[config.mk]
export PLATFORM = sky130hd
export DESIGN_NAME = xorshift64_ranged_random
export DESIGN_NICKNAME = d
export VERILOG_FILES = /design/src/hdl/xrr_pkg.sv /design/src/hdl/xrr_ctrl.sv /design/src/hdl/xrr_dp.sv /design/src/hdl/xorshift64_ranged_random.sv
export SDC_FILE = /design/constraint.sdc
export NUM_CORES = 1
export LEC_CHECK = 0
export ABC_AREA = 0
export BUFFER_PORTS_ARGS = -buffer_cell sky130_fd_sc_hd__buf_2
export CAP_MARGIN = 10
export CORE_ASPECT_RATIO = 1.75
export CORE_UTILIZATION = 30
export CTS_BUF_LIST = sky130_fd_sc_hd__clkbuf_2 sky130_fd_sc_hd__clkbuf_4 sky130_fd_sc_hd__clkbuf_8
export CTS_CLUSTER_SIZE = 8
export DETAILED_ROUTE_END_ITERATION = 6
export SYNTH_ARGS = -nofsm -noshare
export SYNTH_HDL_FRONTEND = slang
export SYNTH_HIERARCHICAL = 1
export SYNTH_SLANG_ARGS = --single-unit
[constraint.sdc]
create_clock -name clk -period 5.7 [get_ports clk]
set_clock_uncertainty 0.2 [all_clocks]
set_input_delay 1.14 -clock clk [delete_from_list [all_inputs] [get_ports clk]]
set_output_delay 1.14 -clock clk [all_outputs]
set_load 0.02 [all_outputs]
[src/hdl/xrr_pkg.sv]
`timescale 1ns / 1ps

package xrr_pkg;

	localparam int DataW    = 64;
	localparam int DivSteps = DataW;
	localparam int CntW     = $clog2(DivSteps);

	localparam int ShiftA = 21;
	localparam int ShiftB = 35;
	localparam int ShiftC = 4;

	typedef enum logic [1:0] {
		ST_IDLE,
		ST_PREP,
		ST_DIV,
		ST_DONE
	} xrr_state_t;

	typedef struct packed {
		logic load_seed;
		logic accept;
		logic prep;
		logic step;
		logic finish;
	} xrr_cmd_t;

	typedef struct packed {
		logic last_step;
	} xrr_status_t;

	function automatic logic [DataW-1:0] xrr_advance(input logic [DataW-1:0] s);
		logic [DataW-1:0] t;
		t = s ^ (s << ShiftA);
		t = t ^ (t >> ShiftB);
		t = t ^ (t << ShiftC);
		return t;
	endfunction

endpackage

[src/hdl/xrr_ctrl.sv]
`timescale 1ns / 1ps

module xrr_ctrl (
	input  logic                clk,
	input  logic                arst_n,
	input  logic                in_valid,
	output logic                in_stall,
	output logic                out_valid,
	input  logic                out_stall,
	input  logic                cfg_valid,
	output logic                cfg_ready,
	output xrr_pkg::xrr_cmd_t   cmd,
	input  xrr_pkg::xrr_status_t status
);
	import xrr_pkg::*;

	xrr_state_t state_q;
	xrr_state_t state_d;
	logic       out_valid_q;
	logic       slot_free;

	assign slot_free = !out_valid_q || !out_stall;

	always_comb begin
		state_d = state_q;
		unique case (state_q)
			ST_IDLE: begin
				if (in_valid) begin
					state_d = ST_PREP;
				end
			end
			ST_PREP: begin
				state_d = ST_DIV;
			end
			ST_DIV: begin
				if (status.last_step) begin
					state_d = ST_DONE;
				end
			end
			ST_DONE: begin
				if (slot_free) begin
					state_d = ST_IDLE;
				end
			end
			default: begin
				state_d = ST_IDLE;
			end
		endcase
	end

	always_comb begin
		cmd       = '0;
		in_stall  = 1'b1;
		cfg_ready = 1'b0;
		unique case (state_q)
			ST_IDLE: begin
				in_stall      = 1'b0;
				cfg_ready     = !in_valid;
				cmd.accept    = in_valid;
				cmd.load_seed = cfg_valid && !in_valid;
			end
			ST_PREP: begin
				cmd.prep = 1'b1;
			end
			ST_DIV: begin
				cmd.step = 1'b1;
			end
			ST_DONE: begin
				cmd.finish = slot_free;
			end
			default: begin
				cmd = '0;
			end
		endcase
	end

	assign out_valid = out_valid_q;

	always_ff @(posedge clk or negedge arst_n) begin
		if (!arst_n) begin
			state_q     <= ST_IDLE;
			out_valid_q <= 1'b0;
		end else begin
			state_q <= state_d;
			if (cmd.finish) begin
				out_valid_q <= 1'b1;
			end else if (!out_stall) begin
				out_valid_q <= 1'b0;
			end
		end
	end

endmodule

[src/hdl/xrr_dp.sv]
`timescale 1ns / 1ps

module xrr_dp (
	input  logic                 clk,
	input  logic                 arst_n,
	input  xrr_pkg::xrr_cmd_t    cmd,
	output xrr_pkg::xrr_status_t status,
	input  logic [63:0]          seed_value,
	input  logic [63:0]          min_value,
	input  logic [63:0]          max_value,
	output logic [63:0]          rand_value
);
	import xrr_pkg::*;

	localparam logic [CntW-1:0] CntLast = CntW'(DivSteps - 1);

	logic [DataW-1:0] gen_q;
	logic [DataW-1:0] min_q;
	logic [DataW-1:0] span_q;
	logic             full_q;
	logic [DataW-1:0] rem_q;
	logic [DataW-1:0] dvd_q;
	logic [CntW-1:0]  cnt_q;
	logic [DataW-1:0] rand_q;
	logic [DataW+1:0] trial;
	logic [DataW-1:0] offset;

	// One restoring division step: bring down the next dividend bit and subtract the span.
	assign trial  = {1'b0, rem_q, dvd_q[DataW-1]} - {2'b00, span_q};
	assign offset = full_q ? gen_q : rem_q;

	assign status.last_step = (cnt_q == CntLast);
	assign rand_value       = rand_q;

	always_ff @(posedge clk or negedge arst_n) begin
		if (!arst_n) begin
			gen_q <= '0;
			cnt_q <= '0;
		end else begin
			if (cmd.load_seed) begin
				gen_q <= seed_value;
			end else if (cmd.accept) begin
				gen_q <= xrr_advance(gen_q);
			end
			if (cmd.prep) begin
				cnt_q <= '0;
			end else if (cmd.step) begin
				cnt_q <= cnt_q + 1'b1;
			end
		end
	end

	always_ff @(posedge clk) begin
		if (cmd.accept) begin
			min_q  <= min_value;
			span_q <= max_value - min_value + 64'd1;
		end
		if (cmd.prep) begin
			full_q <= (span_q == '0);
			rem_q  <= '0;
			dvd_q  <= gen_q;
		end else if (cmd.step) begin
			dvd_q <= {dvd_q[DataW-2:0], 1'b0};
			if (!trial[DataW+1]) begin
				rem_q <= trial[DataW-1:0];
			end else begin
				rem_q <= {rem_q[DataW-2:0], dvd_q[DataW-1]};
			end
		end
		if (cmd.finish) begin
			rand_q <= min_q + offset;
		end
	end

endmodule

[src/hdl/xorshift64_ranged_random.sv]
`timescale 1ns / 1ps
// Channel   Direction  Handshake              Payload
// request   in         in_valid / in_stall    min_value, max_value
// result    out        out_valid / out_stall  rand_value
// seed      in         cfg_valid / cfg_ready  seed_value
//
// A request is accepted and the generator state advanced, then it is set up,
// then reduced by the bit-serial remainder, and then the result register is
// loaded; the next request is accepted only after that load.
// Reset clears the generator state to zero and empties the result register.
// A stalled result waits in its register while the next request is worked on.

module xorshift64_ranged_random (
	input  logic        clk,
	input  logic        arst_n,
	input  logic        in_valid,
	output logic        in_stall,
	input  logic [63:0] min_value,
	input  logic [63:0] max_value,
	output logic        out_valid,
	input  logic        out_stall,
	output logic [63:0] rand_value,
	input  logic        cfg_valid,
	output logic        cfg_ready,
	input  logic [63:0] seed_value
);
	import xrr_pkg::*;

	xrr_cmd_t    cmd;
	xrr_status_t status;

	xrr_ctrl u_ctrl (
		.clk       (clk),
		.arst_n    (arst_n),
		.in_valid  (in_valid),
		.in_stall  (in_stall),
		.out_valid (out_valid),
		.out_stall (out_stall),
		.cfg_valid (cfg_valid),
		.cfg_ready (cfg_ready),
		.cmd       (cmd),
		.status    (status)
	);

	xrr_dp u_dp (
		.clk        (clk),
		.arst_n     (arst_n),
		.cmd        (cmd),
		.status     (status),
		.seed_value (seed_value),
		.min_value  (min_value),
		.max_value  (max_value),
		.rand_value (rand_value)
	);

endmodule

==> results.json, run 1 <==
{
  "synthesis_warning_total": 6,
  "die_h_um": 415,
  "finalCritPeriodShare_pct": 90.0,
  "crit-reg2reg-launch": "u_dp/full_q",
  "grt_total_usage_pct": 19.4,
  "slew_headroom_pct": 19.6,
  "place_area_mm2": 0.0319,
  "setup-tns-final_ps": 0,
  "multi_input_comb_area_mm2": 0.0171,
  "mostFrequentLayoutCells": "346 x sky130_fd_sc_hd__nand2_1, 263 x sky130_fd_sc_hd__buf_2, 257 x sky130_fd_sc_hd__edfxtp_1, 255 x sky130_fd_sc_hd__ha_1, 236 x sky130_fd_sc_hd__a21oi_1",
  "route.antenna.remaining_nets": 0,
  "floorplan.initialDensity_pct": 30.3,
  "num_rows": 151,
  "timing.reg2reg.worst_path_depth": 12,
  "num-fill-cells": 10100,
  "dieArea_mm2": 0.0988,
  "synth-async-reset-ratio_pct": 18.5,
  "overall_die_width_um": 238,
  "drt-pass1-iter-count": 5,
  "number_of_global_route_vias_before_repair": 23900,
  "cp_data_arrival_time_ps": 5350,
  "ys_dominant_reg_cell": "sky130_fd_sc_hd__edfxtp_1",
  "cell_area_synth_mm2": 0.0293,
  "detailroute.via_count": 24300,
  "utilization_pct": 34.4,
  "reg2reg_slack_ps": 570,
  "clkSinkCount": 394,
  "fmax_ghz": 0.195,
  "drive_gt1_share_pct": 17.6,
  "area_inside_the_core_boundary_mm2": 0.0967,
  "synth.distinct_cells": 79,
  "worst-endpoint-required_ps": 5920,
  "synthesis.instances": 3135,
  "cts-htree-levels": 3,
  "timing.final.max_slew_violations": 0,
  "worst_pin_slew_ps": 1180,
  "worst_setup_path_end_kind": "flip-flop",
  "post_synth.cell_area_avg_um2": 9.33,
  "timing.hold.ws_ps": 299,
  "outcome": "finished clean",
  "worst_hold_path.num_cells": 2,
  "min_delay_worst_endpoint": "u_dp/rem_q[18]",
  "worstSetupStartpointType": "flip-flop",
  "final_hold_viol_count": 0,
  "synth_sequential_area_ratio_pct": 37.0,
  "worst-path-buf-inv": 0,
  "cpLargestDelayFamily": "compound AO/OA/AOI/OAI gates",
  "crit_path_max_fanout": 17,
  "path_cells": "mux2_2 -> ha_1 -> a211o_1 -> a21oi_1 -> o21bai_1 -> a211oi_1 -> o31a_1 -> o21ai_0 -> a221o_1 -> a311oi_1 -> o31ai_1 -> xor2_1",
  "final_area_mm2": 0.0333,
  "drcViolationCount": 0,
  "pin_count": 264,
  "critical_path.reg2reg.endpoint": "u_dp/rand_value[61]",
  "cpPeakStageDelay_ps": 740,
  "detailed_place_hpwl_mm": 79.4,
  "timing_worst_setup_path_type": "reg -> reg",
  "clock_insertion_delay_worst_skew_ps": 730,
  "layout_commonest_cell": "sky130_fd_sc_hd__nand2_1",
  "overflow_after_grt": 0,
  "synth_edf_count": 257,
  "route.final.wire_length_mm": 98.2,
  "worst_ir_drop_vdd_uv": 145,
  "synth-seq-cells": 394,
  "ctsHoldBuffers": 0,
  "drc_violation_total_after_the_first_tritonroute_iteration": 1320,
  "cts_inserted_buffers": 67,
  "globalplace.congestion": 0.922,
  "cts.clk_slew.worst_paths_ps": 70,
  "io_buffer_count": 263,
  "finalNetCount": 3787,
  "crit_slowest_cell": "sky130_fd_sc_hd__edfxtp_1",
  "sequential_cell_area_mm2": 0.0108,
  "detail_route.vias_per_cell": 5.17,
  "p_leak_nw": 14.7,
  "final-setup-viol-count": 0,
  "routed_wire_length_per_instance_um": 20.9,
  "clockBufferDepth": 3,
  "grt_start_max_net_pins": 112,
  "post_cts_resize_count": 0,
  "grt_antenna_before_repair": 36,
  "min-delay-start": "u_dp/rem_q[17]",
  "tritoncts_clock_tree": "built",
  "finalWorstPathRequiredPeriod_ps": 5130,
  "grt_setup_unrepaired": "false",
  "hold_crit_path_type": "reg -> reg",
  "synthesis.nets": 3592,
  "cts-root-buf": "sky130_fd_sc_hd__clkbuf_8",
  "postCtsSetupBuffers": 0,
  "area.growth.synth_to_final_pct": 13.8,
  "power-per-cell-area_mw_per_mm2": 197,
  "drv_cap": 0,
  "global_route_wire_length_before_repair_mm": 145
}
==> how the worst max path moves through the flow <==
stage	from	endpoint	slack (ps)	cells after the start
detailed placement	min_value[46]	u_dp/span_q[63]	540	14
floorplan	out_stall	u_dp/rand_value[0]	800	1
global placement	min_value[46]	u_dp/span_q[63]	560	14
global route	u_dp/full_q	u_dp/rand_value[60]	320	14
CTS	u_dp/full_q	u_dp/rand_value[61]	580	12
finish	u_dp/full_q	u_dp/rand_value[61]	570	12
==> metal layers <==
metal	GRT usage [%]	up-vias	part of all wire [%]
li1	-	11700	-
met1	22.8	11600	41
met2	33.9	747	49
met3	3.19	211	4.9
met4	9.69	40	4.5
met5	0	-	0.25
==> synth_stat cells (23+ instances only) <==
master	n	area share, %
sky130_fd_sc_hd__nand4_1	50	1.1
sky130_fd_sc_hd__nor2_1	166	2.1
sky130_fd_sc_hd__a21oi_1	236	4.0
sky130_fd_sc_hd__mux2_2	146	5.6
sky130_fd_sc_hd__nand3_1	37	0.63
sky130_fd_sc_hd__a311oi_1	49	1.5
sky130_fd_sc_hd__nand2_1	346	4.4
sky130_fd_sc_hd__ha_1	257	11
sky130_fd_sc_hd__a21o_1	115	3.0
sky130_fd_sc_hd__xor2_1	149	4.5
sky130_fd_sc_hd__dfxtp_1	64	4.4
sky130_fd_sc_hd__dfrtp_1	73	6.2
sky130_fd_sc_hd__clkbuf_1	146	1.9
sky130_fd_sc_hd__nor3_1	32	0.55
sky130_fd_sc_hd__o21bai_1	40	1.0
sky130_fd_sc_hd__nor4_1	28	0.60
sky130_fd_sc_hd__inv_1	181	2.3
sky130_fd_sc_hd__edfxtp_1	257	26
sky130_fd_sc_hd__o21ai_0	198	3.4
sky130_fd_sc_hd__a211oi_1	25	0.64
sky130_fd_sc_hd__xnor2_1	207	6.2
sky130_fd_sc_hd__a31oi_1	23	0.49
==> cell type report <==
cell class / count / area share, %
Antenna cell: 17 / 0.128
Clock buffer: 103 / 3.71
Clock inverter: 18 / 0.470
Inverter: 181 / 2.04
Multi-Input combinational cell: 2392 / 51.5
Sequential cell: 394 / 32.5
Tap cell: 1300 / 4.88
Timing Repair Buffer: 294 / 4.76
==> tightest hold or removal path: stages, from the launching register on <==
cell and delay (ps):
sky130_fd_sc_hd__dfxtp_1 350, sky130_fd_sc_hd__nand2_1 70, sky130_fd_sc_hd__a311oi_1 70
==> logic make-up after synthesis <==
| logic type | Yosys count | synth area share (%) |
|---|---|---|
| flops | 394 | 37.0 |
| mux | 159 | 6.08 |
| xor+xnor | 356 | 10.7 |
| simple gates | 791 | 12.4 |
| fa+ha+maj | 260 | 11.2 |
| compound gates | 826 | 18.1 |
| buf+inv | 349 | 4.56 |
==> stage by stage <==
| stage | setup slack (ps) | cells | power [mW] |
|---|---|---|---|
| 4_1_cts | 585 | 4682 | 6.65 |
| 6_report | 571 | 4699 | 6.56 |
| 3_3_place_gp | 562 | 4561 | 3.88 |
| 2_1_floorplan | 804 | 3135 | 3.61 |
| 5_1_grt | 321 | 4695 | 6.81 |
| 3_5_place_dp | 542 | 4561 | 3.87 |
==> where the power goes <==
| part | leakage [nW] | internal, mW | switching (mW) |
|---|---|---|---|
| logic | 9.93 | 0.315 | 0.440 |
| clock network | 0.735 | 1.48 | 1.26 |
| registers | 4.04 | 3.06 | 0 |
==> state kept, by name (all words and copies together), names as in the netlist <==
signal / count
u_ctrl/out_valid: 1
u_dp/dvd_q: 64
u_dp/full_q: 1
u_ctrl/state_q: 2
u_dp/span_q: 64
u_dp/min_q: 64
u_dp/cnt_q: 6
u_dp/rand_value: 64
u_dp/gen_q: 64
u_dp/rem_q: 64
Power figures use the tool's default switching activity.
==> inputs of run 2 (changes only) <==
--- a/config.mk
+++ b/config.mk
@@ -8,11 +8,14 @@
 export ABC_AREA = 0
 export BUFFER_PORTS_ARGS = -buffer_cell sky130_fd_sc_hd__buf_2
 export CAP_MARGIN = 10
+export CELL_PAD_IN_SITES_DETAIL_PLACEMENT = 1
+export CELL_PAD_IN_SITES_GLOBAL_PLACEMENT = 2
 export CORE_ASPECT_RATIO = 1.75
 export CORE_UTILIZATION = 30
-export CTS_BUF_LIST = sky130_fd_sc_hd__clkbuf_2 sky130_fd_sc_hd__clkbuf_4 sky130_fd_sc_hd__clkbuf_8
+export CTS_BUF_LIST = sky130_fd_sc_hd__clkbuf_4 sky130_fd_sc_hd__clkbuf_8
 export CTS_CLUSTER_SIZE = 8
 export DETAILED_ROUTE_END_ITERATION = 6
+export PLACE_DENSITY_LB_ADDON = 0.1
 export SYNTH_ARGS = -nofsm -noshare
 export SYNTH_HDL_FRONTEND = slang
 export SYNTH_HIERARCHICAL = 1
==> results.json, run 2 (same netlist as run 1, synthesis figures left out) <==
{
  "drt-pass1-iter-count": 4,
  "mostFrequentLayoutCells": "346 x sky130_fd_sc_hd__nand2_1, 262 x sky130_fd_sc_hd__buf_2, 257 x sky130_fd_sc_hd__edfxtp_1, 255 x sky130_fd_sc_hd__ha_1, 236 x sky130_fd_sc_hd__a21oi_1",
  "area_inside_the_core_boundary_mm2": 0.0967,
  "cts_inserted_buffers": 72,
  "drc_violation_total_after_the_first_tritonroute_iteration": 1147,
  "cts-root-buf": "sky130_fd_sc_hd__clkbuf_8",
  "layout_commonest_cell": "sky130_fd_sc_hd__nand2_1",
  "final_hold_viol_count": 0,
  "global_route_wire_length_before_repair_mm": 165,
  "pin_count": 264,
  "die_h_um": 415,
  "fmax_ghz": 0.202,
  "multi_input_comb_area_mm2": 0.0172,
  "tritoncts_clock_tree": "built",
  "overall_die_width_um": 238,
  "floorplan.initialDensity_pct": 30.3,
  "worstSetupStartpointType": "flip-flop",
  "hold_crit_path_type": "reg -> reg",
  "outcome": "finished clean",
  "finalNetCount": 3811,
  "p_leak_nw": 14.8,
  "slew_headroom_pct": 23.1,
  "timing_worst_setup_path_type": "reg -> reg",
  "worst_setup_path_end_kind": "flip-flop",
  "io_buffer_count": 263,
  "worst-endpoint-required_ps": 5940,
  "worst_hold_path.num_cells": 2,
  "drcViolationCount": 0,
  "cp_data_arrival_time_ps": 5200,
  "number_of_global_route_vias_before_repair": 26000,
  "detail_route.vias_per_cell": 5.13,
  "timing.reg2reg.worst_path_depth": 14,
  "timing.final.max_slew_violations": 0,
  "grt_antenna_before_repair": 1,
  "finalWorstPathRequiredPeriod_ps": 4960,
  "worst_pin_slew_ps": 1140,
  "drive_gt1_share_pct": 18.1,
  "cts.clk_slew.worst_paths_ps": 60,
  "dieArea_mm2": 0.0988,
  "dpl_worst_slack_ps": 353,
  "detailroute.via_count": 24200,
  "sequential_cell_area_mm2": 0.0108,
  "overflow_after_grt": 0,
  "worst_ir_drop_vdd_uv": 157,
  "setup-tns-final_ps": 0,
  "routed_wire_length_per_instance_um": 23.6,
  "num_rows": 151,
  "clkSinkCount": 394,
  "grt_setup_unrepaired": "false",
  "clockBufferDepth": 3,
  "grt_total_usage_pct": 22.3,
  "final-setup-viol-count": 0,
  "worst_slack_ps": 741,
  "drv_cap": 0,
  "finalCritPeriodShare_pct": 87.0,
  "route.antenna.remaining_nets": 0,
  "detailed_place_hpwl_mm": 90.9,
  "globalplace.congestion": 0.873,
  "area.growth.synth_to_final_pct": 14.4,
  "route.final.wire_length_mm": 111,
  "cts-htree-levels": 3,
  "crit_path_max_fanout": 9,
  "clock_insertion_delay_worst_skew_ps": 740,
  "power-per-cell-area_mw_per_mm2": 201,
  "post_cts_resize_count": 0,
  "grt_start_max_net_pins": 92,
  "num-fill-cells": 11300
}
## run 2: changes by cell type in the layout (fill, tap and decap cells not counted), moves of 6 or more
cell and change:
sky130_fd_sc_hd__clkbuf_4 -7, sky130_fd_sc_hd__clkinv_2 +6, sky130_fd_sc_hd__buf_4 +19, sky130_fd_sc_hd__clkinv_1 +8
sky130_fd_sc_hd__diode_2 -16
## run 2: cell type report
cell class,instances,area share [%]
sequential,394,32.3
clock buffer,96,3.53
antenna,1,0.00747
clock inverter,35,0.859
timing repair buffer,313,5.18
inverter,181,2.03
multi-input combinational,2392,51.2
tap,1300,4.86
## run 2: where the power goes
group	switching, mW	internal [mW]
registers	0	3.06
logic	0.453	0.316
clock network	1.35	1.54
total	1.80	4.92
## run 2: per-stage QoR
stage	utilization (%)	hold WS [ps]	power (mW)	instances	instance area, um2
after floorplan	-	247	3.61	3135	29300
after global placement	33.0	294	3.89	4575	32000
after detailed placement	33.0	300	3.90	4575	32000
after CTS	34.6	291	6.87	4707	33400
after global routing	34.6	346	7.02	4712	33500
final	34.6	293	6.73	4712	33500
## run 2: timing repair
action | in CTS | in global routing
endpoints found under the hold margin | 9 | 0
setup buffers | 0 | 4
hold buffers | 1 | 0
endpoints found under the setup margin | 0 | 3
## run 2: final timing paths
| path | from | end | slack, ps |
|---|---|---|---|
| worst max register to register | u_dp/full_q | u_dp/rand_value[61] | 740 |
| worst min register to register | u_dp/rem_q[63] | u_dp/rem_q[63] | 290 |
| min in group asynchronous | arst_n | u_dp/gen_q[12] | 580 |
| worst max-delay path | u_dp/full_q | u_dp/rand_value[61] | 740 |
| max in group asynchronous | arst_n | u_dp/cnt_q[1] | 3530 |
| worst min-delay path | u_dp/rem_q[63] | u_dp/rem_q[63] | 290 |
## run 2: worst max-delay path, cell delays in order (launching register included)
cell	delay, ps
sky130_fd_sc_hd__edfxtp_1	450
sky130_fd_sc_hd__buf_12	180
sky130_fd_sc_hd__buf_4	150
sky130_fd_sc_hd__mux2_2	270
sky130_fd_sc_hd__ha_1	360
sky130_fd_sc_hd__a21oi_1	310
sky130_fd_sc_hd__o21ai_0	150
sky130_fd_sc_hd__o21a_1	180
sky130_fd_sc_hd__a211oi_1	410
sky130_fd_sc_hd__o31a_1	330
sky130_fd_sc_hd__o21ai_0	280
sky130_fd_sc_hd__a221o_1	460
sky130_fd_sc_hd__a311oi_1	610
sky130_fd_sc_hd__o31ai_1	150
sky130_fd_sc_hd__xor2_1	170
## run 2: routing by layer
metal / global-route usage (%) / wire length (um) / vias to the layer above
li1: - / - / 11700
met1: 27.5 / 49100 / 11800
met2: 39.3 / 54900 / 442
met3: 2.09 / 3000 / 143
met4: 9.39 / 4080 / 0
met5: 0 / 0 / -
